File: src/rtl/scd_pkg.sv
package scd_pkg;

    localparam int HEADER_BYTES            = 8;
    localparam int ALIVE_BYTES             = 4;
    localparam int MAX_PAYLOAD_LEN_DEFAULT = 127;

    localparam logic [2:0] ALIVE_LAST_POS = 3'(ALIVE_BYTES - 1);
    localparam logic [2:0] LENGTH_POS     = 3'(HEADER_BYTES - 1);

    // keep-alive frames start with these three bytes
    localparam logic [7:0] ALIVE_PREFIX [3] = '{8'h01, 8'h01, 8'h00};

    typedef struct packed {
        logic [7:0] payload_byte;
        logic [7:0] packet_length;
        logic       last_of_packet;
        logic       empty_packet;
        logic       length_error;
    } result_t;

endpackage

File: src/rtl/scd_byte_if.sv
interface scd_byte_if;
    logic       valid;
    logic       ready;
    logic [7:0] in_byte;

    modport source (output valid, output in_byte, input ready);
    modport sink   (input valid, input in_byte, output ready);
endinterface

File: src/rtl/scd_result_if.sv
interface scd_result_if;
    logic       valid;
    logic       ready;
    logic [7:0] payload_byte;
    logic [7:0] packet_length;
    logic       last_of_packet;
    logic       empty_packet;
    logic       length_error;

    modport source (output valid, output payload_byte, output packet_length,
                    output last_of_packet, output empty_packet,
                    output length_error, input ready);
    modport sink   (input valid, input payload_byte, input packet_length,
                    input last_of_packet, input empty_packet,
                    input length_error, output ready);
endinterface

File: src/rtl/scd_in_stage.sv
module scd_in_stage (
    input  logic       clk,
    input  logic       rst_n,
    scd_byte_if.sink   capture,
    input  logic       advance,
    output logic       held_valid,
    output logic [7:0] held_byte
);
    logic       valid_reg;
    logic       valid_next;
    logic [7:0] byte_reg;
    logic       take;

    // register is free when empty or drained this cycle
    assign capture.ready = !valid_reg || advance;
    assign take          = capture.valid && capture.ready;

    always_comb
    begin
        valid_next = valid_reg;
        if (take)
        begin
            valid_next = 1'b1;
        end
        else if (advance)
        begin
            valid_next = 1'b0;
        end
    end

    always_ff @(posedge clk or negedge rst_n)
    begin
        if (!rst_n)
        begin
            valid_reg <= 1'b0;
        end
        else
        begin
            valid_reg <= valid_next;
        end
    end

    always_ff @(posedge clk)
    begin
        if (take)
        begin
            byte_reg <= capture.in_byte;
        end
    end

    assign held_valid = valid_reg;
    assign held_byte  = byte_reg;
endmodule

File: src/rtl/scd_parse.sv
module scd_parse #(
    parameter int MAX_PAYLOAD_LEN = scd_pkg::MAX_PAYLOAD_LEN_DEFAULT
) (
    input  logic            clk,
    input  logic            rst_n,
    input  logic            advance,
    input  logic [7:0]      cur_byte,
    output logic            res_valid,
    output scd_pkg::result_t res
);
    import scd_pkg::*;

    localparam logic [7:0] MAX_LEN = 8'(MAX_PAYLOAD_LEN);

    logic [2:0] header_position_reg, header_position_next;
    logic       alive_match_reg, alive_match_next;
    logic       in_payload_reg, in_payload_next;
    logic [7:0] payload_left_reg, payload_left_next;
    logic [7:0] current_length_reg, current_length_next;
    logic       halted_reg, halted_next;
    logic       last;

    always_comb
    begin
        header_position_next = header_position_reg;
        alive_match_next     = alive_match_reg;
        in_payload_next      = in_payload_reg;
        payload_left_next    = payload_left_reg;
        current_length_next  = current_length_reg;
        halted_next          = halted_reg;
        res_valid            = 1'b0;
        res                  = '0;
        last                 = (payload_left_reg <= 8'd1);

        if (halted_reg)
        begin
            // dead until reset
        end
        else if (in_payload_reg)
        begin
            res_valid          = 1'b1;
            res.payload_byte   = cur_byte;
            res.packet_length  = current_length_reg;
            res.last_of_packet = last;
            if (last)
            begin
                in_payload_next   = 1'b0;
                payload_left_next = 8'd0;
            end
            else
            begin
                payload_left_next = payload_left_reg - 8'd1;
            end
        end
        else if (header_position_reg < ALIVE_LAST_POS)
        begin
            if (cur_byte != ALIVE_PREFIX[header_position_reg[1:0]])
            begin
                alive_match_next = 1'b0;
            end
            header_position_next = header_position_reg + 3'd1;
        end
        else if (header_position_reg == ALIVE_LAST_POS)
        begin
            // fourth byte of a keep-alive is dropped, restart the header
            if (alive_match_reg)
            begin
                header_position_next = 3'd0;
                alive_match_next     = 1'b1;
            end
            else
            begin
                header_position_next = header_position_reg + 3'd1;
            end
        end
        else if (header_position_reg < LENGTH_POS)
        begin
            header_position_next = header_position_reg + 3'd1;
        end
        else
        begin
            // length byte
            header_position_next = 3'd0;
            alive_match_next     = 1'b1;
            current_length_next  = cur_byte;
            if (cur_byte > MAX_LEN)
            begin
                halted_next       = 1'b1;
                res_valid         = 1'b1;
                res.packet_length = cur_byte;
                res.length_error  = 1'b1;
            end
            else if (cur_byte == 8'd0)
            begin
                res_valid          = 1'b1;
                res.last_of_packet = 1'b1;
                res.empty_packet   = 1'b1;
            end
            else
            begin
                in_payload_next   = 1'b1;
                payload_left_next = cur_byte;
            end
        end
    end

    always_ff @(posedge clk or negedge rst_n)
    begin
        if (!rst_n)
        begin
            header_position_reg <= 3'd0;
            alive_match_reg     <= 1'b1;
            in_payload_reg      <= 1'b0;
            payload_left_reg    <= 8'd0;
            current_length_reg  <= 8'd0;
            halted_reg          <= 1'b0;
        end
        else if (advance)
        begin
            header_position_reg <= header_position_next;
            alive_match_reg     <= alive_match_next;
            in_payload_reg      <= in_payload_next;
            payload_left_reg    <= payload_left_next;
            current_length_reg  <= current_length_next;
            halted_reg          <= halted_next;
        end
    end
endmodule

File: src/rtl/scd_out_stage.sv
module scd_out_stage (
    input  logic             clk,
    input  logic             rst_n,
    scd_result_if.source     packet,
    input  logic             load,
    input  logic             res_valid,
    input  scd_pkg::result_t res,
    output logic             can_take
);
    import scd_pkg::*;

    logic    valid_reg;
    logic    valid_next;
    result_t data_reg;

    assign can_take = !valid_reg || packet.ready;

    always_comb
    begin
        valid_next = valid_reg;
        if (load)
        begin
            valid_next = res_valid;
        end
        else if (packet.ready)
        begin
            valid_next = 1'b0;
        end
    end

    always_ff @(posedge clk or negedge rst_n)
    begin
        if (!rst_n)
        begin
            valid_reg <= 1'b0;
        end
        else
        begin
            valid_reg <= valid_next;
        end
    end

    always_ff @(posedge clk)
    begin
        if (load && res_valid)
        begin
            data_reg <= res;
        end
    end

    assign packet.valid          = valid_reg;
    assign packet.payload_byte   = data_reg.payload_byte;
    assign packet.packet_length  = data_reg.packet_length;
    assign packet.last_of_packet = data_reg.last_of_packet;
    assign packet.empty_packet   = data_reg.empty_packet;
    assign packet.length_error   = data_reg.length_error;
endmodule

File: src/rtl/sniffer_capture_deframer_unit.sv
// Capture stream deframer.
// capture: raw capture bytes, one per transfer (valid/ready).
// packet:  one result per payload byte, one per empty packet, one per
//          length error; last_of_packet marks the end of a packet.
// Keep-alive frames (01 01 00 xx) and the 8-byte header give no result.
// A byte accepted on capture passes through the input register, then the
//   result register, before its result shows on packet.
// Throughput: one byte per cycle while packet keeps moving, set by the single
//   pass of header/payload counter logic between the two registers.
// A length above MAX_PAYLOAD_LEN gives an error result; after that every
//   byte is accepted and dropped until reset.
// Reset (rst_n, async, active low) empties both registers and restarts
//   header collection at byte 0; no clearing pass.
// When packet stalls, the result register holds and the input register
//   still takes one more byte; capture.ready then drops until packet
//   moves again. Nothing is lost or repeated.
module sniffer_capture_deframer_unit #(
    parameter int MAX_PAYLOAD_LEN = scd_pkg::MAX_PAYLOAD_LEN_DEFAULT
) (
    input  logic         clk,
    input  logic         rst_n,
    scd_byte_if.sink     capture,
    scd_result_if.source packet
);
    import scd_pkg::*;

    logic       held_valid;
    logic [7:0] held_byte;
    logic       can_take;
    logic       advance;
    logic       res_valid;
    result_t    res;

    // a held byte moves on when the result register is free
    assign advance = held_valid && can_take;

    scd_in_stage u_in (
        .clk        (clk),
        .rst_n      (rst_n),
        .capture    (capture),
        .advance    (advance),
        .held_valid (held_valid),
        .held_byte  (held_byte)
    );

    scd_parse #(
        .MAX_PAYLOAD_LEN (MAX_PAYLOAD_LEN)
    ) u_parse (
        .clk       (clk),
        .rst_n     (rst_n),
        .advance   (advance),
        .cur_byte  (held_byte),
        .res_valid (res_valid),
        .res       (res)
    );

    scd_out_stage u_out (
        .clk       (clk),
        .rst_n     (rst_n),
        .packet    (packet),
        .load      (advance),
        .res_valid (res_valid),
        .res       (res),
        .can_take  (can_take)
    );
endmodule

File: src/flat_wrapper.sv
// flat-port wrapper written by rule: the top's interface ports become plain ports
module sniffer_capture_deframer_unit_flat import scd_pkg::*;
#(
    parameter int MAX_PAYLOAD_LEN = scd_pkg::MAX_PAYLOAD_LEN_DEFAULT
)
  (clk, rst_n, capture_valid, capture_in_byte, capture_ready, packet_valid, packet_payload_byte, packet_packet_length, packet_last_of_packet, packet_empty_packet, packet_length_error, packet_ready);
  scd_byte_if capture_i ();
  scd_result_if packet_i ();
  input  logic clk;
  input  logic rst_n;
  input wire logic [$bits(capture_i.valid)-1:0] capture_valid;
  input wire logic [$bits(capture_i.in_byte)-1:0] capture_in_byte;
  output wire logic [$bits(capture_i.ready)-1:0] capture_ready;
  output wire logic [$bits(packet_i.valid)-1:0] packet_valid;
  output wire logic [$bits(packet_i.payload_byte)-1:0] packet_payload_byte;
  output wire logic [$bits(packet_i.packet_length)-1:0] packet_packet_length;
  output wire logic [$bits(packet_i.last_of_packet)-1:0] packet_last_of_packet;
  output wire logic [$bits(packet_i.empty_packet)-1:0] packet_empty_packet;
  output wire logic [$bits(packet_i.length_error)-1:0] packet_length_error;
  input wire logic [$bits(packet_i.ready)-1:0] packet_ready;
  assign capture_i.valid = capture_valid;
  assign capture_i.in_byte = capture_in_byte;
  assign capture_ready = capture_i.ready;
  assign packet_valid = packet_i.valid;
  assign packet_payload_byte = packet_i.payload_byte;
  assign packet_packet_length = packet_i.packet_length;
  assign packet_last_of_packet = packet_i.last_of_packet;
  assign packet_empty_packet = packet_i.empty_packet;
  assign packet_length_error = packet_i.length_error;
  assign packet_i.ready = packet_ready;
  sniffer_capture_deframer_unit #(.MAX_PAYLOAD_LEN(MAX_PAYLOAD_LEN)) u_core (.clk(clk), .rst_n(rst_n), .capture(capture_i), .packet(packet_i));
endmodule
File: config.mk
export PLATFORM = sky130hd
export DESIGN_NAME = sniffer_capture_deframer_unit_flat
export DESIGN_NICKNAME = d
export VERILOG_FILES = /design/src/rtl/scd_pkg.sv /design/src/rtl/scd_byte_if.sv /design/src/rtl/scd_result_if.sv /design/src/rtl/scd_in_stage.sv /design/src/rtl/scd_parse.sv /design/src/rtl/scd_out_stage.sv /design/src/rtl/sniffer_capture_deframer_unit.sv /design/src/flat_wrapper.sv
export SDC_FILE = /design/constraint.sdc
export NUM_CORES = 1
export LEC_CHECK = 0
export BUFFER_PORTS_ARGS = -buffer_cell sky130_fd_sc_hd__buf_4
export CORE_MARGIN = 2
export CORE_UTILIZATION = 35
export CTS_CLUSTER_SIZE = 14
export DETAILED_ROUTE_END_ITERATION = 16
export SYNTH_ARGS = -nofsm -noshare
export SYNTH_HDL_FRONTEND = slang
export SYNTH_HIERARCHICAL = 1
export SYNTH_SLANG_ARGS = --single-unit
File: constraint.sdc
create_clock -name clk -period 5.2 [get_ports clk]
set_input_delay 1.56 -clock clk [delete_from_list [all_inputs] [get_ports clk]]
set_output_delay 1.56 -clock clk [all_outputs]
set_load 0.01 [all_outputs]
# Yosys cells after proc, flatten, opt, wreduce, memory -nomap -nowiden
# Cells that the tools add are included.
[word_totals]
register_bits = 51
inputBits = 12
[op_classes]
add_sub_neg = 2
n_lt_le_gt_ge = 5
eq_ne = 9
muxes = 50
bitwise_logic = 6
n_reduce_logical = 18
[ops]
columns = ["cell", "count"]
rows = [
  ["$mux W8", 10],
  ["$mux W11", 3],
  ["$mux W1", 29],
  ["$bmux W8 S2", 1],
  ["$mux W3", 4],
  ["$ne A2 B2 Y1 const B", 5],
  ["$mux W9", 1],
  ["$gt A8 B7 Y1 const B", 1],
  ["$le A8 B1 Y1 const B", 1],
  ["$logic_not A8 Y1", 1],
  ["$ne A8 B8 Y1", 1],
  ["$sub A8 B1 Y8 const B", 1],
  ["$reduce_and A7 Y1", 1],
  ["$reduce_and A6 Y1", 1],
  ["$reduce_or A6 Y1", 1],
  ["$not A1 Y1", 5],
  ["$reduce_and A5 Y1", 1],
  ["$reduce_or A5 Y1", 1],
  ["$mux W2", 2],
  ["$reduce_bool A2 Y1", 2],
  ["$add A3 B1 Y3 const B", 1],
  ["$eq A3 B2 Y1 const B", 1],
  ["$ge A3 B3 Y1 const B", 1],
  ["$logic_and A1 B1 Y1", 3],
  ["other kinds (10)", 12],
]

# Logic depth before layout (Yosys ltp)
[logic_depth]
ltp_word = 9
depth_mapped = 7

# Modules after synthesis
# Netlist, hierarchy kept.
[by_module_without_submodules]
columns = ["module", "instances", "cells_each", "area_per_inst_um2", "seq_area_each_um2"]
rows = [
  ["scd_parse", 1, 144, 1428.9, 551.8],
  ["scd_out_stage", 1, 23, 625.6, 595.6],
  ["scd_in_stage", 1, 12, 294.0, 265.3],
  ["sniffer_capture_deframer_unit", 1, 1, 6.3, 0.0],
]

# Least setup slack after synthesis
# No wires, ideal clock.
[synth_path]
path_type = "input-to-output"
from = "input packet_ready"
to = "output capture_ready"
arrival_ps = 2059
path_slack_ps = 1581
path_stages = 3
n_path_buf = 0
path_cell_list = "nand2b_4 -> and2_1 -> nand2b_4"
[synth_between]
elab_chain_cells = 3
[synth_lines]
columns = ["element", "line", "rtl"]
rows = [
  ["start, declared", "flat_wrapper.sv:20", "input wire logic [$bits(packet_i.ready)-1:0] packet_ready;"],
  ["$logic_or A1 B1 Y1", "scd_out_stage.sv:16", "assign can_take = !valid_reg || packet.ready;"],
  ["$logic_and A1 B1 Y1", "sniffer_capture_deframer_unit.sv:35", "assign advance = held_valid && can_take;"],
  ["via u_core.advance", "sniffer_capture_deframer_unit.sv:30", "logic advance;"],
  ["$logic_or A1 B1 Y1", "scd_in_stage.sv:15", "assign capture.ready = !valid_reg || advance;"],
  ["end, declared", "flat_wrapper.sv:13", "output wire logic [$bits(capture_i.ready)-1:0] capture_ready;"],
]
# The timed path passes the listed nets, and every way through them passes these cells.

# Final worst setup path
[layout_path]
from = "input packet_ready"
to = "output capture_ready"
[layout_between]
elab_chain_cells = 3
[layout_lines]
columns = ["element", "line", "rtl"]
rows = [
  ["$logic_or A1 B1 Y1", "scd_out_stage.sv:16", ""],
  ["via u_core.can_take", "sniffer_capture_deframer_unit.sv:29", "logic can_take;"],
  ["$logic_and A1 B1 Y1", "sniffer_capture_deframer_unit.sv:35", ""],
  ["via u_core.advance", "sniffer_capture_deframer_unit.sv:30", ""],
  ["$logic_or A1 B1 Y1", "scd_in_stage.sv:15", ""],
]
# The timed path passes the listed nets, and every way through them passes these cells.

==> metrics.txt <==
share of cells above drive strength 1=0.280; Die ar.=7400 um^2; Post-DP Area=2670 um^2; largest net degree at the start of global routing=25; Synth Instances=180; Worst Setup Path Type=in2out; antenna diode count=0; Starting DRT DRC Count=117; CTS clock-pin slew for the worst setup and hold paths=0.09 ns; Design Area, Final=2760 um^2; TritonCTS clock tree=built; Seq cells post-synth=51; worst clock skew=0.00675 ns; synthesis-to-layout area growth=17.1%; Post-DRT Antenna Nets=0; Critical Path End Type=output port; measured slew at the worst slew-check pin=0.902 ns; Hold Crit Class=reg2reg; CTS Sinks=51; die boundary height=86.0 um; Core Area=6420 um^2; Core Util, Final=0.429; mapped cell area=2350 um^2; CTS resizes=0; Synth Warn #=6; chip width=86.0 um; Post-synth EDFFs=27; Synth top area share=0.344; final setup fails=0; WP data arrival=2.31 ns; Seq/Total Area, Yosys=0.600; Clk Latency, worst-skew pair=0.31 ns; floorplan row count=29; Max-Cap Viols=0; CTS Root Cell=clkbuf_8; Final #Nets=229; async set-or-reset flop fraction in the synthesized netlist=0.471; TritonRoute pass-1 iters=4; setup TNS=0 ns; Area contributors post-synth=edfxtp_1, dfrtp_1, mux2_2, o211ai_1, a22o_1; io pins=33; GRT Overall Usage=0.135; RSZ-0062 raised after global routing=no; predominant post-synthesis flop cell=edfxtp_1; HPWL after DPL=3230 um; vias per cell=5.37; vias=1564; wire per inst=16.0 um; first-pass GRT wire length=7700 um; postcts setup bufs=0; TritonCTS Buffers=5; Max clock buf depth=2; vias in the first global route=1504; Power Density=509 nW/um^2; worst vdd ir=229 uV; period utilisation layout=0.744; Max Slew Vio Count=0; Period minus WS final=3.87 ns; synthesized net count=196; Post-CTS Hold Buffers=0; Initial Util=0.367; startpoint types=input port; status=finished clean; f_max=258 MHz; largest area contributor in the netlist=edfxtp_1; gr ovfl total=0; CP required=3.64 ns; Pwr Total=0.00140 W; H-tree depth=2; routability cong.=0.921; Post-Syn Area per Cell=13.1 um^2; Hold Vio Cnt, Final=0; number of port buffers=32; relative slew slack=0.396; DRC errors left=0; leakage power=1.11 nW; initial antenna violation count=0; distinct cell type count of the synthesized netlist=46; DRT Wirelength=4650 um; CP Max Fanout=8
## per-stage QoR
stage | std cells | hold slack (ns) | setup WS, ns
2_1_floorplan | 180 | 0.438 | 1.58
3_3_place_gp | 283 | 0.455 | 1.33
3_5_place_dp | 283 | 0.456 | 1.33
4_1_cts | 291 | 0.470 | 1.33
5_1_grt | 291 | 0.493 | 1.28
6_report | 291 | 0.473 | 1.33
## Yosys cell counts (4+ instances only)
cell,count
dfrtp_1,23
a21oi_1,4
o211ai_1,11
o21ai_0,4
a2bb2oi_1,4
ha_1,4
inv_1,10
nand2_1,9
a22o_1,7
mux2_2,9
edfxtp_1,27
and2_1,8
nor3_1,5
## layout by cell type (no fill, tap or decap), types with 3 or more instances in the layout
master     synthesis  layout
mux2_2             9       9
a21oi_1            4       4
clkbuf_8           0       5
nand2b_1           3       3
nor3_1             5       5
a2bb2oi_1          4       4
o21ai_0            4       4
nor2_1             3       3
ha_1               4       4
and2_1             8       8
nor4_1             3       3
nand3b_1           3       3
edfxtp_1          27      27
dfrtp_1           23      23
inv_1             10      10
o211ai_1          11      11
nand3_1            3       3
a22o_1             7       7
buf_4              0      32
o21bai_1           3       3
nand2_1            9       9
## final timing paths
check                                                                        end  cells after the start                                               from  slack, ns
worst max-delay path                                               capture_ready                      5                                       packet_ready       1.33
worst min-delay path                  u_core/u_parse/alive_match_reg$_DFFE_PN1P_                      2         u_core/u_parse/alive_match_reg$_DFFE_PN1P_       0.47
worst max register to register  u_core/u_parse/current_length_reg[4]$_DFFE_PN0P_                      6  u_core/u_parse/header_position_reg[1]$_DFFE_PN0P_       2.88
worst min register to register        u_core/u_parse/alive_match_reg$_DFFE_PN1P_                      2         u_core/u_parse/alive_match_reg$_DFFE_PN1P_       0.47
max in group asynchronous             u_core/u_parse/alive_match_reg$_DFFE_PN1P_                      1                                              rst_n       3.77
min in group asynchronous       u_core/u_parse/current_length_reg[6]$_DFFE_PN0P_                      1                                              rst_n       1.14
## cells by family after synthesis
kind of cell	share of synthesized area
flip-flops	0.600
AO/OA/AOI/OAI	0.170
AND/OR/NAND/NOR	0.131
buffers and inverters	0.0271
multiplexers	0.0473
adder cells (fa/ha/maj)	0.0213
XOR/XNOR	0.00372
## layout make-up
type | instances | area [um^2]
Sequential cell | 51 | 1410
Tap cell | 77 | 96.3
Fill cell | 620 | 3670
Clock buffer | 5 | 68.8
Multi-Input combinational cell | 113 | 878
Inverter | 10 | 37.5
Clock inverter | 3 | 22.5
Timing Repair Buffer | 32 | 240
## worst max-delay path, cell delays in order
cell and delay [ns]:
buf_4 0.10, nand2b_4 0.12, and2_1 0.21, nand2b_4 0.17, buf_4 0.14
## power breakdown
part           switching, W  total [W]  leakage [nW]  internal [W]
clock              0.000138   0.000236        0.0489     0.0000976
sequential         0.000114   0.000690         0.546      0.000576
combinational      0.000244   0.000476         0.519      0.000232
## per-layer routing
layer  global-route usage  vias up  share of wire
met1                0.195      757           0.50
met4               0.0577        0          0.021
li1                     -      761              -
met2                0.201       38           0.44
met3               0.0231        8          0.034
met5                    0        -              0
Note: power is estimated with default switching activity, not from simulation.
